===== src/rtl/mpn_pkg.sv =====
// Shared types, constants and codes for the mean pooling and L2 normalisation block.
// Depends on nothing; every other file of the block imports it.
`timescale 1ns / 1ps

package mpn_pkg;

   // Sizes of the feature store and the frame count limit.
   localparam int DimMax    = 1024;
   localparam int MaxFrames = 4096;

   // Field and datapath widths.
   localparam int IdxW  = 10;
   localparam int LenW  = 11;
   localparam int FrmW  = 13;
   localparam int SumW  = 36;
   localparam int ValW  = 24;
   localparam int NormW = 32;
   localparam int SqW   = 57;
   localparam int RootW = 58;
   localparam int DivNW = 47;
   localparam int DivDW = 34;
   localparam int DivCntW = 6;
   localparam int AddrW = 3;

   localparam logic [LenW-1:0] DimMaxLen   = LenW'(DimMax);
   localparam logic [LenW-1:0] VecLenReset = LenW'(1024);
   localparam logic [FrmW-1:0] FrameLimit  = FrmW'(MaxFrames);

   localparam logic signed [SumW:0] SumMax = 37'sh07FFFFFFFF;
   localparam logic signed [SumW:0] SumMin = -37'sh0800000000;
   localparam logic [DivNW-1:0] MeanPosMax = DivNW'(8388607);
   localparam logic [DivNW-1:0] MeanNegMax = DivNW'(8388608);
   localparam logic [DivNW-1:0] OneQ22     = DivNW'(4194304);
   localparam logic [RootW-1:0] RootBitTop = RootW'(1) << 56;

   // Register index decoded from the configuration address.
   localparam logic CsrVecLen = 1'b0;

   typedef enum logic [2:0] {
      ST_OK        = 3'd0,
      ST_NO_CLIP   = 3'd1,
      ST_PARTIAL   = 3'd2,
      ST_BAD_INDEX = 3'd3,
      ST_SATURATED = 3'd4
   } status_type;

   typedef enum logic [1:0] {
      OP_ACCUM,
      OP_ACCUM_LAST,
      OP_READ
   } op_type;

   typedef enum logic [3:0] {
      S_IDLE,
      S_ACC_WR,
      S_FIN_BEGIN,
      S_FIN_RD,
      S_FIN_DIV,
      S_FIN_WAIT,
      S_FIN_SQ,
      S_FIN_ACC,
      S_SQRT,
      S_RD_DIV,
      S_RD_WAIT,
      S_RD_OUT
   } state_type;

   typedef struct packed {
      logic                   kind;
      logic signed [ValW-1:0] element_value;
      logic                   final_element;
      logic [IdxW-1:0]        read_index;
   } req_type;

   typedef struct packed {
      logic signed [ValW-1:0] pooled_value;
      logic [2:0]             status;
   } rsp_type;

   // One classified command between the front end and the back end.
   typedef struct packed {
      op_type                 op;
      logic signed [ValW-1:0] value;
      logic [IdxW-1:0]        index;
      logic [LenW-1:0]        len;
   } cmd_type;

   typedef struct packed {
      logic             start;
      logic [DivNW-1:0] num;
      logic [DivDW-1:0] den;
   } div_req_type;

   typedef struct packed {
      logic             done;
      logic [DivNW-1:0] quot;
   } div_rsp_type;

endpackage


===== src/rtl/mpn_front.sv =====
// Front end: classifies each incoming word into a command and attaches the clamped length.
// Depends on mpn_pkg.
`timescale 1ns / 1ps

module mpn_front (
   input  mpn_pkg::req_type               req_data,
   input  logic [mpn_pkg::LenW-1:0]       vec_len,
   output mpn_pkg::cmd_type               cmd
);
   import mpn_pkg::*;

   logic [LenW-1:0] len_used;

   // A length of zero acts as one, anything above the store size as the store size.
   always_comb begin
      if (vec_len == '0) begin
         len_used = LenW'(1);
      end else if (vec_len > DimMaxLen) begin
         len_used = DimMaxLen;
      end else begin
         len_used = vec_len;
      end
   end

   // Decode the word kind and the final marker into one operation.
   always_comb begin
      cmd.value = req_data.element_value;
      cmd.index = req_data.read_index;
      cmd.len   = len_used;
      if (req_data.kind) begin
         cmd.op = OP_READ;
      end else if (req_data.final_element) begin
         cmd.op = OP_ACCUM_LAST;
      end else begin
         cmd.op = OP_ACCUM;
      end
   end

endmodule


===== config.mk =====
export PLATFORM = sky130hd
export DESIGN_NAME = mpn_front
export DESIGN_NICKNAME = d
export VERILOG_FILES = /design/src/rtl/mpn_pkg.sv /design/src/rtl/mpn_front.sv
export SDC_FILE = /design/constraint.sdc
export NUM_CORES = 1
export LEC_CHECK = 0
export BUFFER_PORTS_ARGS = -buffer_cell sky130_fd_sc_hd__buf_2
export CAP_MARGIN = 20
export CELL_PAD_IN_SITES_DETAIL_PLACEMENT = 1
export CELL_PAD_IN_SITES_GLOBAL_PLACEMENT = 2
export CORE_MARGIN = 2
export CORE_UTILIZATION = 10
export DETAILED_ROUTE_END_ITERATION = 8
export PLACE_DENSITY_LB_ADDON = 0.1
export SYNTH_ARGS = -nofsm -noshare
export SYNTH_HDL_FRONTEND = slang
export SYNTH_SLANG_ARGS = --single-unit

===== constraint.sdc =====
create_clock -name vclk -period 0.8
set_input_delay 0.04 -clock vclk [all_inputs]
set_output_delay 0.04 -clock vclk [all_outputs]
set_load 0.02 [all_outputs]

==> metrics.md <==
| Metric | Value |
|---|---|
| Fin. Hold Viols | 0 |
| Post-CTS Setup Bufs | 0 |
| YS warnings | 0 |
| Synth Area in Compound Gates | 2.62% |
| Max FO, Critical Path | 2 |
| Syn_area_per_cell | 7.34 µm² |
| DR pass1 iterations | 2 |
| Pre-CTS setup slack | -0.168 ns |
| Clk_buf instances | 0 |
| Post-Synth XOR/XNOR Area | 0% |
| Final setup vio count | 0 |
| Vias per cell | 2.46 |
| CP Launch Type | primary input |
| Post-route ant nets | 0 |
| DP HPWL | 723 µm |
| Vias in the first global route | 258 |
| Tot GR Track Use | 3.56% |
| Mapped Nets | 99 |
| Synth cell count leaders | 35 x buf_4, 9 x and2b_1 |
| Crit share post-route | 97.4% |
| Critical Path RT | 0.76 ns |
| Routability cong. | 0.555 |
| Post-Synth Simple-Gate Area | 25.2% |
| Residual DRC | 0 |
| Post-Syn Area | 382 µm² |
| Routed wire length | 849 µm |
| Cell count after synthesis | 52 |
| Area grow syn2layout | -8.52% |
| Initial antenna violation count | 0 |
| Die height | 65.8 µm |
| Adder-Cell Fraction of Synth Area | 0% |
| Highest Clock Rate | 1280 MHz |
| Initial Util | 10.4% |
| Rel. slew slack | 85.9% |
| Mux cell area share after synthesis | 0% |
| Non-Filler Instances | 90 |
| Core Region | 0.00366 mm² |
| Most common cell in the netlist | buf_4 |
| Final Max Tran Viols | 0 |
| Top cells by area, synth | buf_4 69%, and2b_1 18%, nor4_2 3.3%, a32o_1 2.6%, nor2b_1 1.6% |
| CP endpoint kind | primary output |
| Final Cell Area | 349 µm² |
| Vias after detailed routing | 221 |
| Post-route setup slack | 0.0205 ns |
| Final Core Density | 9.54% |
| Status | finished clean |
| Cells after DPL | 91 |
| Post-synthesis sequential area ratio | 0% |
| Yosys top cell area share | 68.9% |
| PwrDens | 518 mW/mm² |
| Num sequential | 0 |
| Placed cell area | 315 µm² |
| DRT iter0 DRCs | 7 |
| Avg WL per Cell | 9.43 µm |
| Max Cap Viol | 0 |
| I/O Pins | 94 |
| Hold buffers post-CTS | 0 |
| First-pass GRT wire length | 1190 µm |
| Ant. Diodes | 0 |
| Largest net degree at the start of global routing | 12 |
| Rows | 22 |
| Layout fillers | 445 |
| Least-Margin Pin Slew | 0.210 ns |
| Main combinational cell family by area after synthesis | buffers and inverters |
| Number of different library cells in the post-synthesis netlist | 10 |
| Pleak | 0.191 nW |
| Overflow after GRT | 0 |
| Worst Setup Path Type | primary input to primary output |
| Die Area | 0.00433 mm² |
| Register area | 0 µm² |
| RSZ-0062 raised after global routing | true |
| Nets@finish | 91 |
| Critical path data arrival time | 0.74 ns |
| Most area-hungry cell type in the Yosys netlist | buf_4 |
| Worst IR Drop VDD | 0.000105 V |
| Share of layout cells above drive strength 1 | 73.8% |
| Worst min-delay path class | primary input to primary output |
| Post-layout min period | 0.780 ns |
| Die W | 65.8 µm |
| Tot Pwr | 0.000181 W |
| IO Port Bufs | 26 |
[path summary, 6_finish.rpt]
check	start	to	slack, ns	cells after the start
worst max-delay path	vec_len[3]	cmd[0]	0.02	4
worst min-delay path	req_data[8]	cmd[19]	0.08	0
[stage by stage]
stage | setup TNS [ns] | hold WS, ns
2_1_floorplan | 0 | 0.158
3_3_place_gp | -0.198 | 0.0801
3_5_place_dp | -0.168 | 0.0801
4_1_cts | -0.00766 | 0.0801
5_1_grt | -0.0215 | 0.0800
6_report | 0 | 0.0800
[routing by layer]
layer / track usage [%] / part of all wire, % / vias to the layer above
li1: - / - / 105
met1: 3.79 / 35 / 84
met2: 6.19 / 39 / 28
met3: 1.19 / 24 / 4
met4: 1.82 / 2.2 / 0
met5: 0 / 0 / -
[worst max-delay path, stage by stage]
cell and delay (ns):
buf_6 0.10, nor4_4 0.27, a32o_2 0.22, buf_6 0.11
[placed cells by master (no fill, tap or decap)]
cell / synthesis / routed
buf_6: 0 / 4
inv_2: 1 / 1
nor4_4: 0 / 1
and2b_1: 9 / 9
nor2b_1: 1 / 1
nor2_1: 1 / 1
a32o_2: 0 / 1
buf_4: 35 / 1
nor4_2: 1 / 1
buf_2: 1 / 22
[what timing repair did]
item                                    CTS  global route
pin swaps                                 3             0
gates resized for setup                   8             0
endpoints found under the setup margin    1             1
[power breakdown]
group	leakage (nW)	switching, W	total (W)	internal, W
combinational	0.191	0.0000963	0.000181	0.0000845
clock	0	0	0	0
sequential	0	0	0	0
[cells by family (layout without fill, tap and decap cells)]
family	after synthesis	count (layout)
AOI/OAI and AO/OA	1	1
buffers and inverters	38	28
and+or+nand+nor	13	13
[cell type report]
cell class / instances / area, µm² / share of cell area [%]
Tap cell: 48 / 60.1 / 17.2
Multi-Input combinational cell: 14 / 123 / 35.1
Timing Repair Buffer: 27 / 163 / 46.6
Inverter: 1 / 3.75 / 1.08
Note: power is estimated with default switching activity, not from simulation.
