===== src/rtl/mpn_pkg.sv =====
// Shared types, constants and codes for the mean pooling and L2 normalisation block.
// Depends on nothing; every other file of the block imports it.
`timescale 1ns / 1ps

package mpn_pkg;

   // Sizes of the feature store and the frame count limit.
   localparam int DimMax    = 1024;
   localparam int MaxFrames = 4096;

   // Field and datapath widths.
   localparam int IdxW  = 10;
   localparam int LenW  = 11;
   localparam int FrmW  = 13;
   localparam int SumW  = 36;
   localparam int ValW  = 24;
   localparam int NormW = 32;
   localparam int SqW   = 57;
   localparam int RootW = 58;
   localparam int DivNW = 47;
   localparam int DivDW = 34;
   localparam int DivCntW = 6;
   localparam int AddrW = 3;

   localparam logic [LenW-1:0] DimMaxLen   = LenW'(DimMax);
   localparam logic [LenW-1:0] VecLenReset = LenW'(1024);
   localparam logic [FrmW-1:0] FrameLimit  = FrmW'(MaxFrames);

   localparam logic signed [SumW:0] SumMax = 37'sh07FFFFFFFF;
   localparam logic signed [SumW:0] SumMin = -37'sh0800000000;
   localparam logic [DivNW-1:0] MeanPosMax = DivNW'(8388607);
   localparam logic [DivNW-1:0] MeanNegMax = DivNW'(8388608);
   localparam logic [DivNW-1:0] OneQ22     = DivNW'(4194304);
   localparam logic [RootW-1:0] RootBitTop = RootW'(1) << 56;

   // Register index decoded from the configuration address.
   localparam logic CsrVecLen = 1'b0;

   typedef enum logic [2:0] {
      ST_OK        = 3'd0,
      ST_NO_CLIP   = 3'd1,
      ST_PARTIAL   = 3'd2,
      ST_BAD_INDEX = 3'd3,
      ST_SATURATED = 3'd4
   } status_type;

   typedef enum logic [1:0] {
      OP_ACCUM,
      OP_ACCUM_LAST,
      OP_READ
   } op_type;

   typedef enum logic [3:0] {
      S_IDLE,
      S_ACC_WR,
      S_FIN_BEGIN,
      S_FIN_RD,
      S_FIN_DIV,
      S_FIN_WAIT,
      S_FIN_SQ,
      S_FIN_ACC,
      S_SQRT,
      S_RD_DIV,
      S_RD_WAIT,
      S_RD_OUT
   } state_type;

   typedef struct packed {
      logic                   kind;
      logic signed [ValW-1:0] element_value;
      logic                   final_element;
      logic [IdxW-1:0]        read_index;
   } req_type;

   typedef struct packed {
      logic signed [ValW-1:0] pooled_value;
      logic [2:0]             status;
   } rsp_type;

   // One classified command between the front end and the back end.
   typedef struct packed {
      op_type                 op;
      logic signed [ValW-1:0] value;
      logic [IdxW-1:0]        index;
      logic [LenW-1:0]        len;
   } cmd_type;

   typedef struct packed {
      logic             start;
      logic [DivNW-1:0] num;
      logic [DivDW-1:0] den;
   } div_req_type;

   typedef struct packed {
      logic             done;
      logic [DivNW-1:0] quot;
   } div_rsp_type;

endpackage


===== src/rtl/mpn_fifo.sv =====
// Two-entry command queue between the front end and the back end.
// Depends on mpn_pkg.
`timescale 1ns / 1ps

module mpn_fifo (
   input  logic             clock,
   input  logic             reset,
   input  logic             push,
   input  mpn_pkg::cmd_type push_data,
   output logic             full,
   input  logic             pop,
   output logic             empty,
   output mpn_pkg::cmd_type head
);
   import mpn_pkg::*;

   cmd_type    slot_ff [2];
   logic       wr_ptr_ff, wr_ptr_in;
   logic       rd_ptr_ff, rd_ptr_in;
   logic [1:0] count_ff, count_in;

   assign full  = (count_ff == 2'd2);
   assign empty = (count_ff == 2'd0);
   assign head  = slot_ff[rd_ptr_ff];

   // Pointer and fill count update.
   always_comb begin
      wr_ptr_in = wr_ptr_ff ^ push;
      rd_ptr_in = rd_ptr_ff ^ pop;
      count_in  = count_ff + 2'(push) - 2'(pop);
   end

   always_ff @(posedge clock) begin
      if (reset) begin
         wr_ptr_ff <= 1'b0;
         rd_ptr_ff <= 1'b0;
         count_ff  <= 2'd0;
      end else begin
         wr_ptr_ff <= wr_ptr_in;
         rd_ptr_ff <= rd_ptr_in;
         count_ff  <= count_in;
      end
   end

   // Entry storage needs no reset.
   always_ff @(posedge clock) begin
      if (push) begin
         slot_ff[wr_ptr_ff] <= push_data;
      end
   end

endmodule


===== config.mk =====
export PLATFORM = sky130hd
export DESIGN_NAME = mpn_fifo
export DESIGN_NICKNAME = d
export VERILOG_FILES = /design/src/rtl/mpn_pkg.sv /design/src/rtl/mpn_fifo.sv
export SDC_FILE = /design/constraint.sdc
export NUM_CORES = 1
export LEC_CHECK = 0
export BUFFER_PORTS_ARGS = -buffer_cell sky130_fd_sc_hd__buf_2
export CORE_AREA = 3 3 74 111
export CTS_BUF_LIST = sky130_fd_sc_hd__clkbuf_16
export DETAILED_ROUTE_END_ITERATION = 8
export DIE_AREA = 0 0 77 114
export GPL_TIMING_DRIVEN = 1
export HOLD_SLACK_MARGIN = 0.03
export PLACE_DENSITY = 0.76
export SLEW_MARGIN = 20
export SYNTH_ARGS = -nofsm -noshare
export SYNTH_HDL_FRONTEND = slang
export SYNTH_SLANG_ARGS = --single-unit
export TNS_END_PERCENT = 20

===== constraint.sdc =====
create_clock -name clock -period 2.6 [get_ports clock]
set_input_delay 0 -clock clock [delete_from_list [all_inputs] [get_ports clock]]
set_output_delay 0 -clock clock [all_outputs]
set_load 0.1 [all_outputs]

==> impl_metrics.yaml, run 1 <==
sta:
  fin_skew_ns: 0.00442
  period_needed_ns: 1.84
  rsz0062_at_grt: "no"
  setup_viol: 0
  finalCritPeriodShare: 0.708
  report.final.slew_viol_count: 0
  slew_headroom: 0.578
  clock.fmax_mhz: 543
  setup-tns-final_ns: 0
  worst_pin_slew_ns: 0.634
  hold_viol_final: 0
setup_path:
  critPathRequiredTime_ns: 2.60
  rr_startpoint: "wr_ptr_ff"
  max_stage_delay_ns: 0.48
  r2r_cells: 3
  path_cells: "buf_4 > mux2_2 > buf_2"
  cp_data_arrival_time_ns: 1.84
  path_class: "flop to primary output"
  slowest_stage: "dfxtp_2"
  setup.worst_path.start_class: "flop"
  cp_max_fo: 19
  endpoint: "head[0]"
  critPathCaptureType: "primary output"
  reg2reg_to: "slot_ff[0][12]"
  startpoint: "rd_ptr_ff"
  rrSetupSlack_ns: 1.08
synthesis:
  post_synth_and_or_nand_nor_area_fraction: 0.00749
  yosys.area.top_type: "edfxtp_1"
  synth_xor_area_frac: 0.00851
  syn_avg_cell_area_um2: 22.3
  ys.warnings.count: 0
  synth_fa_ha_area_frac: 0.0136
  syn_nets: 220
  synth_compound_area_frac: 0
  yosysMostFrequentCell: "edfxtp_1"
  synth-edff-count: 94
  synthTopCellsByArea: "edfxtp_1 (77%), mux2_2 (8.3%), mux2_4 (8.2%), dfxtp_1 (2.2%), ha_1 (1.4%)"
  synth_top_area_frac: 0.768
  synth_ff_type: "edfxtp_1"
  synthTopCellsByCount: "edfxtp_1 (94), mux2_2 (27), mux2_4 (20)"
  syn-instance-count: 165
  synth_top_family_by_area: "multiplexers"
  ys_seq_area_frac: 0.790
  synth_area_mm2: 0.00367
  ys_ff_latch: 98
  ys_async_sr_fraction: 0
  synth.area.mux_share: 0.165
  yosysUniqueCellTypes: 13
power:
  p_sw_frac: 0.324
  p_sw_uw: 1360
  p_int_uw: 2840
  power.total_uw: 4210
  power_leakage_uw: 0.00201
  ir_worst_vdd_v: 0.000611
  seqPwrFrac: 0.446
  p_clk_frac: 0.289
  combPwrFrac: 0.265
  p_per_area_mw_per_mm2: 825
cts:
  cts.path.max_buffers: 2
  postCtsSetupRepairBufs: 0
  worstSkewPairLatency_ns: 0.33
  path_clk_slew_ns: 0.06
  numCtsBuffers: 9
  cts_tree: "yes"
  cts_resized: 0
  root_buffer: "clkbuf_16"
  h-tree-depth: 3
  cts_sinks: 98
placed_design:
  dp_hpwl_um: 4250
  numPortBuffers: 99
  place_congestion: 0.693
routing:
  via_per_inst: 4.69
  drt_first_pass_iters: 4
  num_vias: 2012
  ant_nets: 0
  drt-total-wl_um: 6740
  drc: 0
  initialDrtViolationCount: 154
  wire_per_inst_um: 15.7
final_layout:
  area_growth_pct: 38.8
  antenna_cells: 0
  nFillCells: 464
  final_nets: 379
  drive_above_1_share: 0.495
global_routing:
  globalRouteOverflowTotal: 0
  grt_first_pass_wirelength_um: 10700
  grt_pass1_vias: 2203
  grt_max_degree: 25
  antenna_found_initial: 0
  grt.total_usage: 0.163
floorplan:
  fp.dieH_um: 114
  die-area_mm2: 0.00878
  start_util: 0.505
  fp.dieW_um: 77
  io_pins: 100
  coreArea_mm2: 0.00727
  rows: 38
min_path:
  hp-class: "input port to flop"
  holdPathStages: 3
status:
  outcome: "finished clean"
run:
  cap_violations: 0
==> metrics by stage <==
stage,utilization,cells,worst slack [ns],area (µm²),hold slack (ns)
global placement,0.594,363,1.06,4320,0.188
detailed placement,0.594,363,1.04,4320,0.191
global route,0.701,429,0.683,5100,0.117
CTS,0.701,429,0.705,5100,0.0705
floorplan,-,165,0.685,3670,0.0667
finish,0.701,429,0.760,5100,0.0785
==> metal layers <==
metal	global-route usage	part of all wire	vias up	wire length [µm]
met4	0.0713	0.016	0	106
li1	-	-	962	-
met5	0	0	-	0
met1	0.176	0.37	998	2520
met3	0.0355	0.032	7	215
met2	0.304	0.58	45	3900
==> timing repair <==
action | in CTS | in global routing
hold buffers | 50 | 0
setup endpoints to repair | 0 | 0
hold endpoints to repair | 98 | 0
==> power groups by stage <==
stage | Combinational (µW) | Sequential, µW | Clock, µW
finish | 1120 | 1880 | 1220
global route | 1160 | 1890 | 1300
CTS | 1120 | 1880 | 1250
detailed placement | 1060 | 1910 | 0
global placement | 1050 | 1900 | 0
floorplan | 894 | 1900 | 0
==> how the worst min path moves through the flow <==
stage | from | end
2_1_floorplan | reset | wr_ptr_ff
4_1_cts | push | count_ff[0]
3_5_place_dp | push_data[8] | slot_ff[1][8]
3_3_place_gp | push_data[44] | slot_ff[1][44]
6_report | push | count_ff[0]
5_1_grt | push | count_ff[0]
==> critical path: cells and delay by family (launching register included) <==
kind                   cells  cell delay [ns]
buffers and inverters      2             0.64
muxes                      1             0.39
DFF                        1             0.48
==> sequential cells by signal, indices dropped and copies added (netlist names) <==
name       cells
wr_ptr_ff      1
slot_ff       94
count_ff       2
rd_ptr_ff      1
==> cells by family (layout without fill, tap and decap cells) <==
family                     count (synthesis)  in the layout
muxes                                     47             47
and+or+nand+nor                            6              6
DFF                                       98             98
xor gates and xnor gates                   2              2
adders and majority gates                  4              4
buffers and inverters                      8            172
==> placed cells by master (no fill, tap or decap) <==
| cell | count |
|---|---|
| buf_2 | 99 |
| dfxtp_2 | 1 |
| dfxtp_1 | 3 |
| inv_1 | 5 |
| clkbuf_16 | 9 |
| ha_1 | 2 |
| buf_4 | 1 |
| buf_12 | 3 |
| edfxtp_1 | 94 |
| nor2_1 | 4 |
| mux2_2 | 27 |
| clkinv_1 | 4 |
| mux2_4 | 20 |
| xnor3_1 | 1 |
| nor2b_1 | 2 |
| bufinv_16 | 1 |
| ha_2 | 2 |
| dlygate4sd3_1 | 50 |
| xnor2_1 | 1 |
==> layout make-up <==
cell class	instances	area [µm²]	area share
Clock buffer	9	225	0.0442
Clock inverter	7	52.6	0.0103
Inverter	3	11.3	0.00221
Multi-Input combinational cell	59	718	0.141
Sequential cell	98	2900	0.569
Tap cell	100	125	0.0245
Timing Repair Buffer	153	1060	0.209
No activity file was read; power rests on OpenSTA's default activity.
==> inputs of run 2 (changes only) <==
--- a/config.mk
+++ b/config.mk
@@ -6,13 +6,13 @@
 export NUM_CORES = 1
 export LEC_CHECK = 0
 export BUFFER_PORTS_ARGS = -buffer_cell sky130_fd_sc_hd__buf_2
-export CORE_AREA = 3 3 74 111
+export CORE_AREA = 3 3 77 115
 export CTS_BUF_LIST = sky130_fd_sc_hd__clkbuf_16
 export DETAILED_ROUTE_END_ITERATION = 8
-export DIE_AREA = 0 0 77 114
+export DIE_AREA = 0 0 80 118
 export GPL_TIMING_DRIVEN = 1
 export HOLD_SLACK_MARGIN = 0.03
-export PLACE_DENSITY = 0.76
+export PLACE_DENSITY = 0.74
 export SLEW_MARGIN = 20
 export SYNTH_ARGS = -nofsm -noshare
 export SYNTH_HDL_FRONTEND = slang
==> constraint.sdc (replaced) <==
create_clock -name clock -period 1.5 [get_ports clock]
set_input_delay 0 -clock clock [delete_from_list [all_inputs] [get_ports clock]]
set_output_delay 0 -clock clock [all_outputs]
set_load 0.1 [all_outputs]
==> run 2 against run 1 <==
Final area increased by 8.7%. Worst setup slack got worse by 0.76 ns. Critical path depth did not move. Die area grew 7.5%. Global-route usage decreased by 0.31 points. Combinational power rose by 99%. Count of clock-buffer cells in the layout unchanged. First-iteration DRC count fell by 29%. Sequential power grew 73%. Via count grew 2.5%. Clock skew fell by 0.00057 ns. Sequential share of layout area decreased by 4.5 points.
==> impl_metrics.yaml, run 2 (same netlist as run 1, synthesis figures left out) <==
sta:
  report.final.slew_viol_count: 0
  rsz0062_at_grt: "yes"
  clock.fmax_mhz: 668
  finalCritPeriodShare: 0.998
  slew_headroom: 0.680
  worst_pin_slew_ns: 0.484
  hold_viol_final: 0
  period_needed_ns: 1.50
  fin_skew_ns: 0.00386
  fin_ws_ns: 0.00364
  setup_viol: 0
setup_path:
  rrSetupSlack_ns: 0.13
  cp_max_fo: 13
  critPathCaptureType: "primary output"
  reg2reg_to: "wr_ptr_ff"
  cp_data_arrival_time_ns: 1.50
  path_class: "flop to primary output"
  startpoint: "rd_ptr_ff"
  setup.worst_path.start_class: "flop"
  r2r_cells: 4
  rr_startpoint: "wr_ptr_ff"
  critPathRequiredTime_ns: 1.50
placed_design:
  place_ws_ns: 0.261
  post_dp_cell_area_mm2: 0.00446
  place_congestion: 0.707
  numPortBuffers: 99
  dp_hpwl_um: 4260
  placed_cells: 372
final_layout:
  final_nets: 385
  largestRegisters: "slot_ff (94), count_ff (2)"
  design_area_mm2: 0.00554
  antenna_cells: 0
  drive_above_1_share: 0.516
  top_register: "slot_ff"
  layout_common_cells: "edfxtp_1 (94), buf_2 (52), dlygate4sd3_1 (50)"
  area_growth_pct: 50.9
  largest_reg_flops: 94
  final_cells: 440
  final_common_cell: "edfxtp_1"
power:
  p_per_area_mw_per_mm2: 1380
  power.total_uw: 7650
  ir_worst_vdd_v: 0.00101
  power_leakage_uw: 0.00217
routing:
  via_per_inst: 4.69
  drc: 0
  initialDrtViolationCount: 109
  wire_per_inst_um: 16.2
  num_vias: 2063
  ant_nets: 0
  drt_first_pass_iters: 4
  drt-total-wl_um: 7130
cts:
  numCtsBuffers: 9
  cts_sinks: 98
  path_clk_slew_ns: 0.06
  cts_tree: "yes"
  worstSkewPairLatency_ns: 0.33
  cts.path.max_buffers: 2
  root_buffer: "clkbuf_16"
  postCtsSetupRepairBufs: 0
  h-tree-depth: 3
global_routing:
  antenna_found_initial: 0
  grt_first_pass_wirelength_um: 11200
  globalRouteOverflowTotal: 0
  grt_max_degree: 27
  grt.total_usage: 0.160
  grt_pass1_vias: 2268
min_path:
  min_to: "count_ff[0]"
  holdPathStages: 3
  hp-start: "push"
  hp-class: "input port to flop"
floorplan:
  start_util: 0.459
  die-area_mm2: 0.00944
  io_pins: 100
  rows: 40
  coreArea_mm2: 0.00801
  fp.dieH_um: 118
  fp.dieW_um: 80
status:
  outcome: "finished clean"
run:
  cap_violations: 0
[run 2: layout make-up]
cell class | instances | area (µm²)
clock inverter | 7 | 60.1
fill | 530 | 2460
clock buffer | 9 | 225
inverter | 3 | 11.3
timing repair buffer | 159 | 1490
tap | 105 | 131
multi-input combinational | 59 | 722
sequential | 98 | 2910
[run 2: through the flow]
stage / setup TNS, ns / hold slack, ns / utilization
floorplan: -18.81 / 0.0667 / -
global placement: 0 / 0.188 / 0.557
detailed placement: 0 / 0.192 / 0.557
CTS: -0.0212 / 0.0476 / 0.681
global route: -0.465 / 0.111 / 0.692
finish: 0 / 0.0598 / 0.692
[run 2: repair_timing]
action | 4_1_cts | 5_1_grt
pin swaps | 0 | 0
gates cloned | 0 | 2
hold buffers | 50 | 0
hold endpoints to repair | 98 | 0
resized for setup | 67 | 12
endpoints found under the setup margin | 40 | 40
[run 2: where the power goes]
part / internal [µW] / total, µW / switching (µW)
Sequential: 3190 / 3250 / 56.7
Clock: 1270 / 2170 / 897
Combinational: 725 / 2230 / 1500
[run 2: worst max-delay path, cell delays in order (launching register included)]
cell	delay [ns]
dfxtp_4	0.42
clkbuf_16	0.20
mux2_2	0.35
buf_6	0.19
[run 2: worst max-delay path by stage]
stage,slack [ns],cells past startpoint,endpoint
2_1_floorplan,-0.39,1,slot_ff[1][0]
3_3_place_gp,0.27,3,head[3]
3_5_place_dp,0.26,3,head[3]
4_1_cts,-0.01,3,head[3]
5_1_grt,-0.03,3,head[15]
6_report,0.004,3,head[45]
[run 2: layer usage]
layer / global-route usage / up-vias / routed length, µm
met1: 0.175 / 1009 / 2580
li1: - / 974 / -
met3: 0.0406 / 14 / 329
met4: 0.0708 / 0 / 174
met2: 0.283 / 66 / 4040
met5: 0 / - / 0
