**src/rtl/mpn_pkg.sv**
```systemverilog
// Shared types, constants and codes for the mean pooling and L2 normalisation block.
// Depends on nothing; every other file of the block imports it.
`timescale 1ns / 1ps

package mpn_pkg;

   // Sizes of the feature store and the frame count limit.
   localparam int DimMax    = 1024;
   localparam int MaxFrames = 4096;

   // Field and datapath widths.
   localparam int IdxW  = 10;
   localparam int LenW  = 11;
   localparam int FrmW  = 13;
   localparam int SumW  = 36;
   localparam int ValW  = 24;
   localparam int NormW = 32;
   localparam int SqW   = 57;
   localparam int RootW = 58;
   localparam int DivNW = 47;
   localparam int DivDW = 34;
   localparam int DivCntW = 6;
   localparam int AddrW = 3;

   localparam logic [LenW-1:0] DimMaxLen   = LenW'(DimMax);
   localparam logic [LenW-1:0] VecLenReset = LenW'(1024);
   localparam logic [FrmW-1:0] FrameLimit  = FrmW'(MaxFrames);

   localparam logic signed [SumW:0] SumMax = 37'sh07FFFFFFFF;
   localparam logic signed [SumW:0] SumMin = -37'sh0800000000;
   localparam logic [DivNW-1:0] MeanPosMax = DivNW'(8388607);
   localparam logic [DivNW-1:0] MeanNegMax = DivNW'(8388608);
   localparam logic [DivNW-1:0] OneQ22     = DivNW'(4194304);
   localparam logic [RootW-1:0] RootBitTop = RootW'(1) << 56;

   // Register index decoded from the configuration address.
   localparam logic CsrVecLen = 1'b0;

   typedef enum logic [2:0] {
      ST_OK        = 3'd0,
      ST_NO_CLIP   = 3'd1,
      ST_PARTIAL   = 3'd2,
      ST_BAD_INDEX = 3'd3,
      ST_SATURATED = 3'd4
   } status_type;

   typedef enum logic [1:0] {
      OP_ACCUM,
      OP_ACCUM_LAST,
      OP_READ
   } op_type;

   typedef enum logic [3:0] {
      S_IDLE,
      S_ACC_WR,
      S_FIN_BEGIN,
      S_FIN_RD,
      S_FIN_DIV,
      S_FIN_WAIT,
      S_FIN_SQ,
      S_FIN_ACC,
      S_SQRT,
      S_RD_DIV,
      S_RD_WAIT,
      S_RD_OUT
   } state_type;

   typedef struct packed {
      logic                   kind;
      logic signed [ValW-1:0] element_value;
      logic                   final_element;
      logic [IdxW-1:0]        read_index;
   } req_type;

   typedef struct packed {
      logic signed [ValW-1:0] pooled_value;
      logic [2:0]             status;
   } rsp_type;

   // One classified command between the front end and the back end.
   typedef struct packed {
      op_type                 op;
      logic signed [ValW-1:0] value;
      logic [IdxW-1:0]        index;
      logic [LenW-1:0]        len;
   } cmd_type;

   typedef struct packed {
      logic             start;
      logic [DivNW-1:0] num;
      logic [DivDW-1:0] den;
   } div_req_type;

   typedef struct packed {
      logic             done;
      logic [DivNW-1:0] quot;
   } div_rsp_type;

endpackage

```
**src/rtl/mpn_div.sv**
```systemverilog
// Restoring divider, one quotient bit per cycle, shared by mean and normalisation.
// Depends on mpn_pkg.
`timescale 1ns / 1ps

module mpn_div (
   input  logic                 clock,
   input  logic                 reset,
   input  mpn_pkg::div_req_type div_req,
   output mpn_pkg::div_rsp_type div_rsp
);
   import mpn_pkg::*;

   logic [DivDW-1:0]   rem_ff, rem_in;
   logic [DivNW-1:0]   quo_ff, quo_in;
   logic [DivDW-1:0]   den_ff, den_in;
   logic [DivCntW-1:0] cnt_ff, cnt_in;
   logic               busy_ff, busy_in;
   logic               done_ff, done_in;
   logic [DivDW:0]     trial;
   logic [DivDW:0]     diff;
   logic               fits;

   // One trial subtraction of the shifted remainder.
   always_comb begin
      trial = {rem_ff, quo_ff[DivNW-1]};
      diff  = trial - {1'b0, den_ff};
      fits  = (trial >= {1'b0, den_ff});
   end

   always_comb begin
      rem_in  = rem_ff;
      quo_in  = quo_ff;
      den_in  = den_ff;
      cnt_in  = cnt_ff;
      busy_in = busy_ff;
      done_in = 1'b0;
      if (div_req.start) begin
         rem_in  = '0;
         quo_in  = div_req.num;
         den_in  = div_req.den;
         cnt_in  = DivCntW'(DivNW - 1);
         busy_in = 1'b1;
      end else if (busy_ff) begin
         rem_in = fits ? diff[DivDW-1:0] : trial[DivDW-1:0];
         quo_in = {quo_ff[DivNW-2:0], fits};
         cnt_in = cnt_ff - DivCntW'(1);
         if (cnt_ff == '0) begin
            busy_in = 1'b0;
            done_in = 1'b1;
         end
      end
   end

   always_ff @(posedge clock) begin
      if (reset) begin
         busy_ff <= 1'b0;
         done_ff <= 1'b0;
      end else begin
         busy_ff <= busy_in;
         done_ff <= done_in;
      end
   end

   always_ff @(posedge clock) begin
      rem_ff <= rem_in;
      quo_ff <= quo_in;
      den_ff <= den_in;
      cnt_ff <= cnt_in;
   end

   assign div_rsp.done = done_ff;
   assign div_rsp.quot = quo_ff;

endmodule

```
**config.mk**
```make
export PLATFORM = sky130hd
export DESIGN_NAME = mpn_div
export DESIGN_NICKNAME = d
export VERILOG_FILES = /design/src/rtl/mpn_pkg.sv /design/src/rtl/mpn_div.sv
export SDC_FILE = /design/constraint.sdc
export NUM_CORES = 1
export LEC_CHECK = 0
export ABC_AREA = 1
export ABC_CLOCK_PERIOD_IN_PS = 6600
export BUFFER_PORTS_ARGS = -buffer_cell sky130_fd_sc_hd__buf_4
export CAP_MARGIN = 20
export CORE_MARGIN = 1
export CORE_UTILIZATION = 41
export DETAILED_ROUTE_END_ITERATION = 10
export SETUP_SLACK_MARGIN = 0.4
export SKIP_LAST_GASP = 1
export SLEW_MARGIN = 20
export SYNTH_ARGS = -nofsm -noshare
export SYNTH_HDL_FRONTEND = slang
export SYNTH_SLANG_ARGS = --single-unit
```
**constraint.sdc**
```tcl
create_clock -name clock -period 6.6 [get_ports clock]
set_input_delay 0.66 -clock clock [delete_from_list [all_inputs] [get_ports clock]]
set_output_delay 0.66 -clock clock [all_outputs]
set_load 0.005 [all_outputs]
```
==> out/qor.csv, run 1 <==
stage;metric;value;unit
status;status;completed;
setup_path;WP data required;6.94;ns
global_routing;first-pass GRT wire length;34900;µm
setup_path;flop-to-flop setup slack;3.85;ns
setup_path;Critical Path Start Type;flip-flop;
timing;Post-Route Skew;0.0185;ns
synthesis;top post-synthesis cells by area;edfxtp_1 (31%), nand2_1 (20%), dfxtp_1 (11%), inv_1 (8.4%), ha_1 (5.8%);
clock_tree;clock tree buffer depth;2;
setup_path;Max stage delay on crit path;0.46;ns
clock_tree;postcts setup bufs;0;
place;DP Wirelength;15900;µm
finish;commonest non-fill, non-tap cell in the layout;nand2_1;
setup_path;Buf/Inv on CP;4;
floorplan;# IOs;132;
synthesis;Netlist cell types;41;
finish;most frequent cells in the layout;nand2_1 (416), inv_1 (174), buf_4 (136);
synthesis;Cell Area, Synth;7800;µm²
floorplan;Die Span X;140;µm
place;placer congestion estimate;0.970;
global_routing;gr ovfl total;0;
timing;post-route setup TNS;0;ns
synthesis;Post-Synth XOR/XNOR Area;0.0202;
flow_run;Max-Cap Viols;0;
finish;final core utilization;0.512;
finish;area delta synth->final;22.8;%
drt;via count;7042;
clock_tree;Skew-Pair Late Insertion Delay;0.43;ns
timing;RSZ-0062 raised after global routing;no;
setup_path;crit path from;den_ff[9];
place;placed cells;1411;
timing;final worst path period share;0.416;
global_routing;pin count of the biggest net entering global routing;60;
timing;Slew @ Worst Pin;0.934;ns
worst_hold_path;Hold Crit Depth;1;
global_routing;vias in the first global route;6892;
synthesis;Ys Warns;0;
synthesis;area leader, netlist;edfxtp_1;
setup_path;critical-path cell list;inv_1 > ha_1 > nand2_1 > inv_1 > nand2_1 > inv_1 > nand3_1 > nor3_2 > a21oi_4 > buf_4 > nand2_8 > nand2_1 > nand3_1 > o21ai_1;
setup_path;CP Capture Type;flip-flop;
timing;Final Hold Vio Count;0;
drt;WL final;21200;µm
drt;residual DRC count;0;
setup_path;slowest CP cell;a21oi_4;
setup_path;WP depth;14;
setup_path;delay-heaviest family, CP;simple AND/OR/NAND/NOR gates;
drt;DR WL met3;1480;µm
floorplan;core area;18700;µm²
setup_path;FF-to-FF path depth;14;
synthesis;flops & latches, synth;123;
finish;Cell Count, Final, Fillers Out;1443;
global_routing;GRT Total Usage;0.229;
drt;met2 routed WL;9550;µm
floorplan;row cnt;50;
synthesis;share of the synthesized area in the top cell type;0.312;
drt;ANT nets after route;0;
clock_tree;Sink Count;123;
setup_path;FF-to-FF Start;den_ff[9];
floorplan;Die Y-Extent;140;µm
synthesis;syn_nets;1189;
setup_path;critical path class;flip-flop to flip-flop;
pwr;Power Dens Cells;226;nW/µm²
timing;# setup viols final;0;
pwr;Max VDD drop;0.153;mV
worst_hold_path;Hold Crit Start;div_req[20];
floorplan;Initial Util;0.417;
clock_tree;H-Tree Depth;4;
drt;DRT iter0 DRCs;459;
timing;Max transition margin;0.376;
place;port bufs;131;
finish;Antenna diodes;0;
synthesis;Synth Area in Compound Gates;0.0390;
synthesis;Synth Area in Adders;0.0603;
drt;drt pass-1 iters;5;
clock_tree;CTS tree;yes;
global_routing;initial antenna violation count;0;
drt;Top Layer Used;met4;
synthesis;largest family of logic cells by synthesized area;simple AND/OR/NAND/NOR gates;
finish;fin nets;1317;
drt;wire per inst;14.7;µm
synthesis;mux contribution to synthesized area;0;
clock_tree;Reg clk slew, reported paths;0.06;ns
synthesis;simple-gate share of the synthesized area;0.354;
timing;maximum clock frequency;0.364;GHz
clock_tree;Clock Tree Root;clkbuf_16;
drt;WL met1;9600;µm
setup_path;Crit Path Max Fanout;33;
pwr;P_leak;4.96;nW
clock_tree;cts hold-fix bufs;0;
floorplan;Die ar.;19600;µm²
finish;filler cell count;1834;
clock_tree;CTS Buf Count;17;
timing;max-slew violations;0;
drt;drt via density;4.88;
clock_tree;CTS resizes;0;
setup_path;WP data arrival;3.09;ns
finish;layout cells sized above 1;0.173;
timing;Tmin final;2.75;ns
synthesis;post-synthesis sequential area ratio;0.419;
synthesis;Mapped Avg Cell Area;7.31;µm²
synthesis;Synth Instances;1068;
worst_hold_path;hold crit path type;input pin to flip-flop;
timing;hold slack;0.402;ns
[per-layer routing]
layer / track usage / vias up
met1: 0.291 / 3168
met5: 0 / -
met2: 0.367 / 222
met4: 0.0885 / 0
met3: 0.0636 / 32
li1: - / 3620
[power breakdown]
group | internal (W) | total (W) | switching [W] | leakage [nW]
combinational | 0.000117 | 0.000266 | 0.000149 | 3.50
clock | 0.000602 | 0.000987 | 0.000385 | 0.300
sequential | 0.000881 | 0.000908 | 0.0000267 | 1.16
total | 0.00160 | 0.00216 | 0.000561 | 4.96
[state kept, by name (all words and copies together) (netlist names)]
name / flops
cnt_ff: 6
rem_ff: 34
den_ff: 34
quo_ff: 47
busy_ff: 1
done_ff: 1
[metrics by stage]
step	total power, W	setup WS, ns	cell area [µm²]
floorplan	0.00105	3.56	7800
global placement	0.00119	3.94	8970
detailed placement	0.00119	3.84	8970
CTS	0.00218	3.83	9580
global route	0.00225	3.59	9580
finish	0.00216	3.85	9580
[final cells by class]
cell class                      count  area (µm²)  share of cell area
Tap cell                          234         293              0.0306
Inverter                          182         683              0.0713
Clock inverter                     15         186              0.0195
Multi-Input combinational cell    736        3700               0.386
Sequential cell                   123        3270               0.342
Timing Repair Buffer              136        1020               0.107
Clock buffer                       17         425              0.0444
[Yosys cell counts (all sizes together)]
cell    instances
nand2         424
inv           180
nand3         104
edfxtp         81
nor2           54
dfxtp          42
ha             36
o21ai          27
a21oi          25
nand3b         17
nor3           16
clkbuf         14
xnor2          14
buf            13
nand4           5
xor2            4
nor4            3
clkinv          2
or2             2
a21o            1
a22oi           1
a31oi           1
fa              1
o21bai          1
[final timing paths]
check | end
min reg2reg | rem_ff[19]
max reg2reg | rem_ff[14]
min | den_ff[20]
max | rem_ff[14]
[cell families after synthesis]
family          after synthesis
compound gates               56
xor+xnor                     18
fa+ha+maj                    37
buf+inv                     209
flops                       123
simple gates                625
Note: power is estimated with default switching activity, not from simulation.
==> run 2: changes to the inputs <==
--- a/config.mk
+++ b/config.mk
@@ -6,7 +6,7 @@
 export NUM_CORES = 1
 export LEC_CHECK = 0
 export ABC_AREA = 1
-export ABC_CLOCK_PERIOD_IN_PS = 6600
+export ABC_CLOCK_PERIOD_IN_PS = 2600
 export BUFFER_PORTS_ARGS = -buffer_cell sky130_fd_sc_hd__buf_4
 export CAP_MARGIN = 20
 export CORE_MARGIN = 1
==> constraint.sdc (replaced) <==
create_clock -name clock -period 2.6 [get_ports clock]
set_input_delay 0.26 -clock clock [delete_from_list [all_inputs] [get_ports clock]]
set_output_delay 0.26 -clock clock [all_outputs]
set_load 0.005 [all_outputs]
==> out/qor.csv, run 2 (synthesis gave the netlist of run 1 again) <==
stage;metric;value;unit
setup_path;critical path class;flip-flop to flip-flop;
setup_path;cell mode on critical path;nand2_4;
global_routing;first-pass GRT wire length;36200;µm
drt;ANT nets after route;0;
finish;Antenna diodes;0;
place;placer congestion estimate;0.914;
worst_hold_path;hold crit path type;input pin to flip-flop;
floorplan;core area;18700;µm²
global_routing;met3 Track Usage GR;0.0643;
floorplan;row cnt;50;
timing;Tmin final;2.17;ns
floorplan;Die Y-Extent;140;µm
place;port bufs;131;
setup_path;slowest CP cell;edfxtp_1;
setup_path;Critical Path Start Type;flip-flop;
timing;final worst path period share;0.834;
drt;DRT iter0 DRCs;533;
timing;RSZ-0062 raised after global routing;yes;
clock_tree;Sink Count;123;
drt;WL final;23900;µm
global_routing;met1 usage;0.306;
drt;drt via density;4.99;
finish;area delta synth->final;38.7;%
setup_path;delay-heaviest family, CP;simple AND/OR/NAND/NOR gates;
setup_path;Buf/Inv on CP;2;
finish;biggest regs;quo_ff (47), den_ff (34), rem_ff (34);
drt;residual DRC count;0;
drt;via count;7454;
timing;post-route setup TNS;0;ns
clock_tree;Reg clk slew, reported paths;0.06;ns
finish;Largest register FFs;47;
timing;# setup viols final;0;
clock_tree;Clock Tree Root;clkbuf_16;
setup_path;WP data required;2.91;ns
global_routing;initial antenna violation count;0;
global_routing;gr ovfl total;0;
timing;Slew @ Worst Pin;0.604;ns
setup_path;CP Capture Type;flip-flop;
timing;Final Hold Vio Count;0;
drt;drt pass-1 iters;7;
clock_tree;Skew-Pair Late Insertion Delay;0.43;ns
setup_path;Max stage delay on crit path;0.40;ns
pwr;Max VDD drop;0.416;mV
clock_tree;H-Tree Depth;4;
finish;fin nets;1368;
flow_run;Max-Cap Viols;0;
finish;most frequent cells in the layout;nand2_1 (385), inv_1 (157), buf_4 (154);
global_routing;M2 GR Usage;0.385;
global_routing;pin count of the biggest net entering global routing;57;
timing;max-slew violations;0;
finish;final core utilization;0.578;
timing;maximum clock frequency;0.461;GHz
floorplan;# IOs;132;
global_routing;GRT Total Usage;0.238;
floorplan;Initial Util;0.417;
floorplan;Die Span X;140;µm
setup_path;WP data arrival;2.48;ns
pwr;Power Dens Cells;519;nW/µm²
status;status;completed;
timing;Max transition margin;0.597;
pwr;total design power;0.00562;W
floorplan;Die ar.;19600;µm²
finish;commonest non-fill, non-tap cell in the layout;nand2_1;
clock_tree;clock tree buffer depth;2;
setup_path;critical-path cell list;inv_2 > ha_2 > inv_1 > fa_2 > nand2_2 > nand3_2 > nand3_2 > nand2_4 > nand2_4 > nand2_4 > nand2_4 > nand2_1 > nand2_1 > nand3_2 > nand3_1 > nand2_1;
timing;Post-Route Skew;0.0113;ns
global_routing;vias in the first global route;7120;
setup_path;Crit Path Max Fanout;4;
finish;layout cells sized above 1;0.276;
clock_tree;CTS tree;yes;
pwr;P_leak;5.36;nW
finish;filler cell count;1766;
finish;Top reg by flops;quo_ff;
global_routing;global route hottest layer;met2;
place;DP Wirelength;16300;µm
drt;wire per inst;16.0;µm
clock_tree;CTS Buf Count;17;
## run 2: changes by cell type in the layout (fill, tap and decap cells not counted), sizes merged
cell | before | now
clkbuf | 17 | 23
dlygate4sd3 | 0 | 14
buf | 136 | 162
nand2 | 424 | 429
## run 2: final cells by class
| cell class | instances | area [µm²] | share of cell area |
|---|---|---|---|
| Clock buffer | 17 | 425 | 0.0393 |
| Clock inverter | 15 | 185 | 0.0171 |
| Inverter | 182 | 683 | 0.0631 |
| Multi-Input combinational cell | 741 | 4350 | 0.402 |
| Sequential cell | 123 | 3270 | 0.302 |
| Tap cell | 234 | 293 | 0.0271 |
| Timing Repair Buffer | 182 | 1610 | 0.149 |
## run 2: path summary, 6_finish.rpt
kind	start	endpoint	slack, ns	cells after the start
min	div_req[17]	den_ff[17]	0.01	1
max	quo_ff[46]	rem_ff[28]	0.43	16
max reg2reg	quo_ff[46]	rem_ff[28]	0.43	16
min reg2reg	rem_ff[28]	rem_ff[28]	0.47	2
## run 2: timing repair
action | in CTS | in global routing
setup buffers | 9 | 10
endpoints found under the setup margin | 35 | 35
cloned | 2 | 10
pin swaps | 7 | 22
hold buffers | 13 | 1
hold endpoints to repair | 14 | 1
gates resized for setup | 37 | 102
## run 2: power by group
group | internal, W | switching (W) | leakage (nW)
registers | 0.00224 | 0.0000695 | 1.16
clock network | 0.00153 | 0.000971 | 0.301
logic | 0.000383 | 0.000430 | 3.90
total | 0.00415 | 0.00147 | 5.36
## run 2: per-stage QoR
| step | hold slack (ns) | std cells | setup WS [ns] | area [µm²] |
|---|---|---|---|---|
| after global placement | 0.429 | 1417 | 0.113 | 9020 |
| after CTS | 0.00000205 | 1473 | 0.370 | 10100 |
| after floorplan | 0.329 | 1068 | 0.518 | 7800 |
| after detailed placement | 0.429 | 1417 | 0.100 | 9020 |
| final | 0.0113 | 1494 | 0.432 | 10800 |
| after global routing | 0.000278 | 1494 | 0.337 | 10800 |
## run 2: routing by layer
metal,share of wire,vias to the layer above
met3,0.078,31
met5,0,-
li1,-,3739
met4,0.024,0
met1,0.43,3440
met2,0.46,244
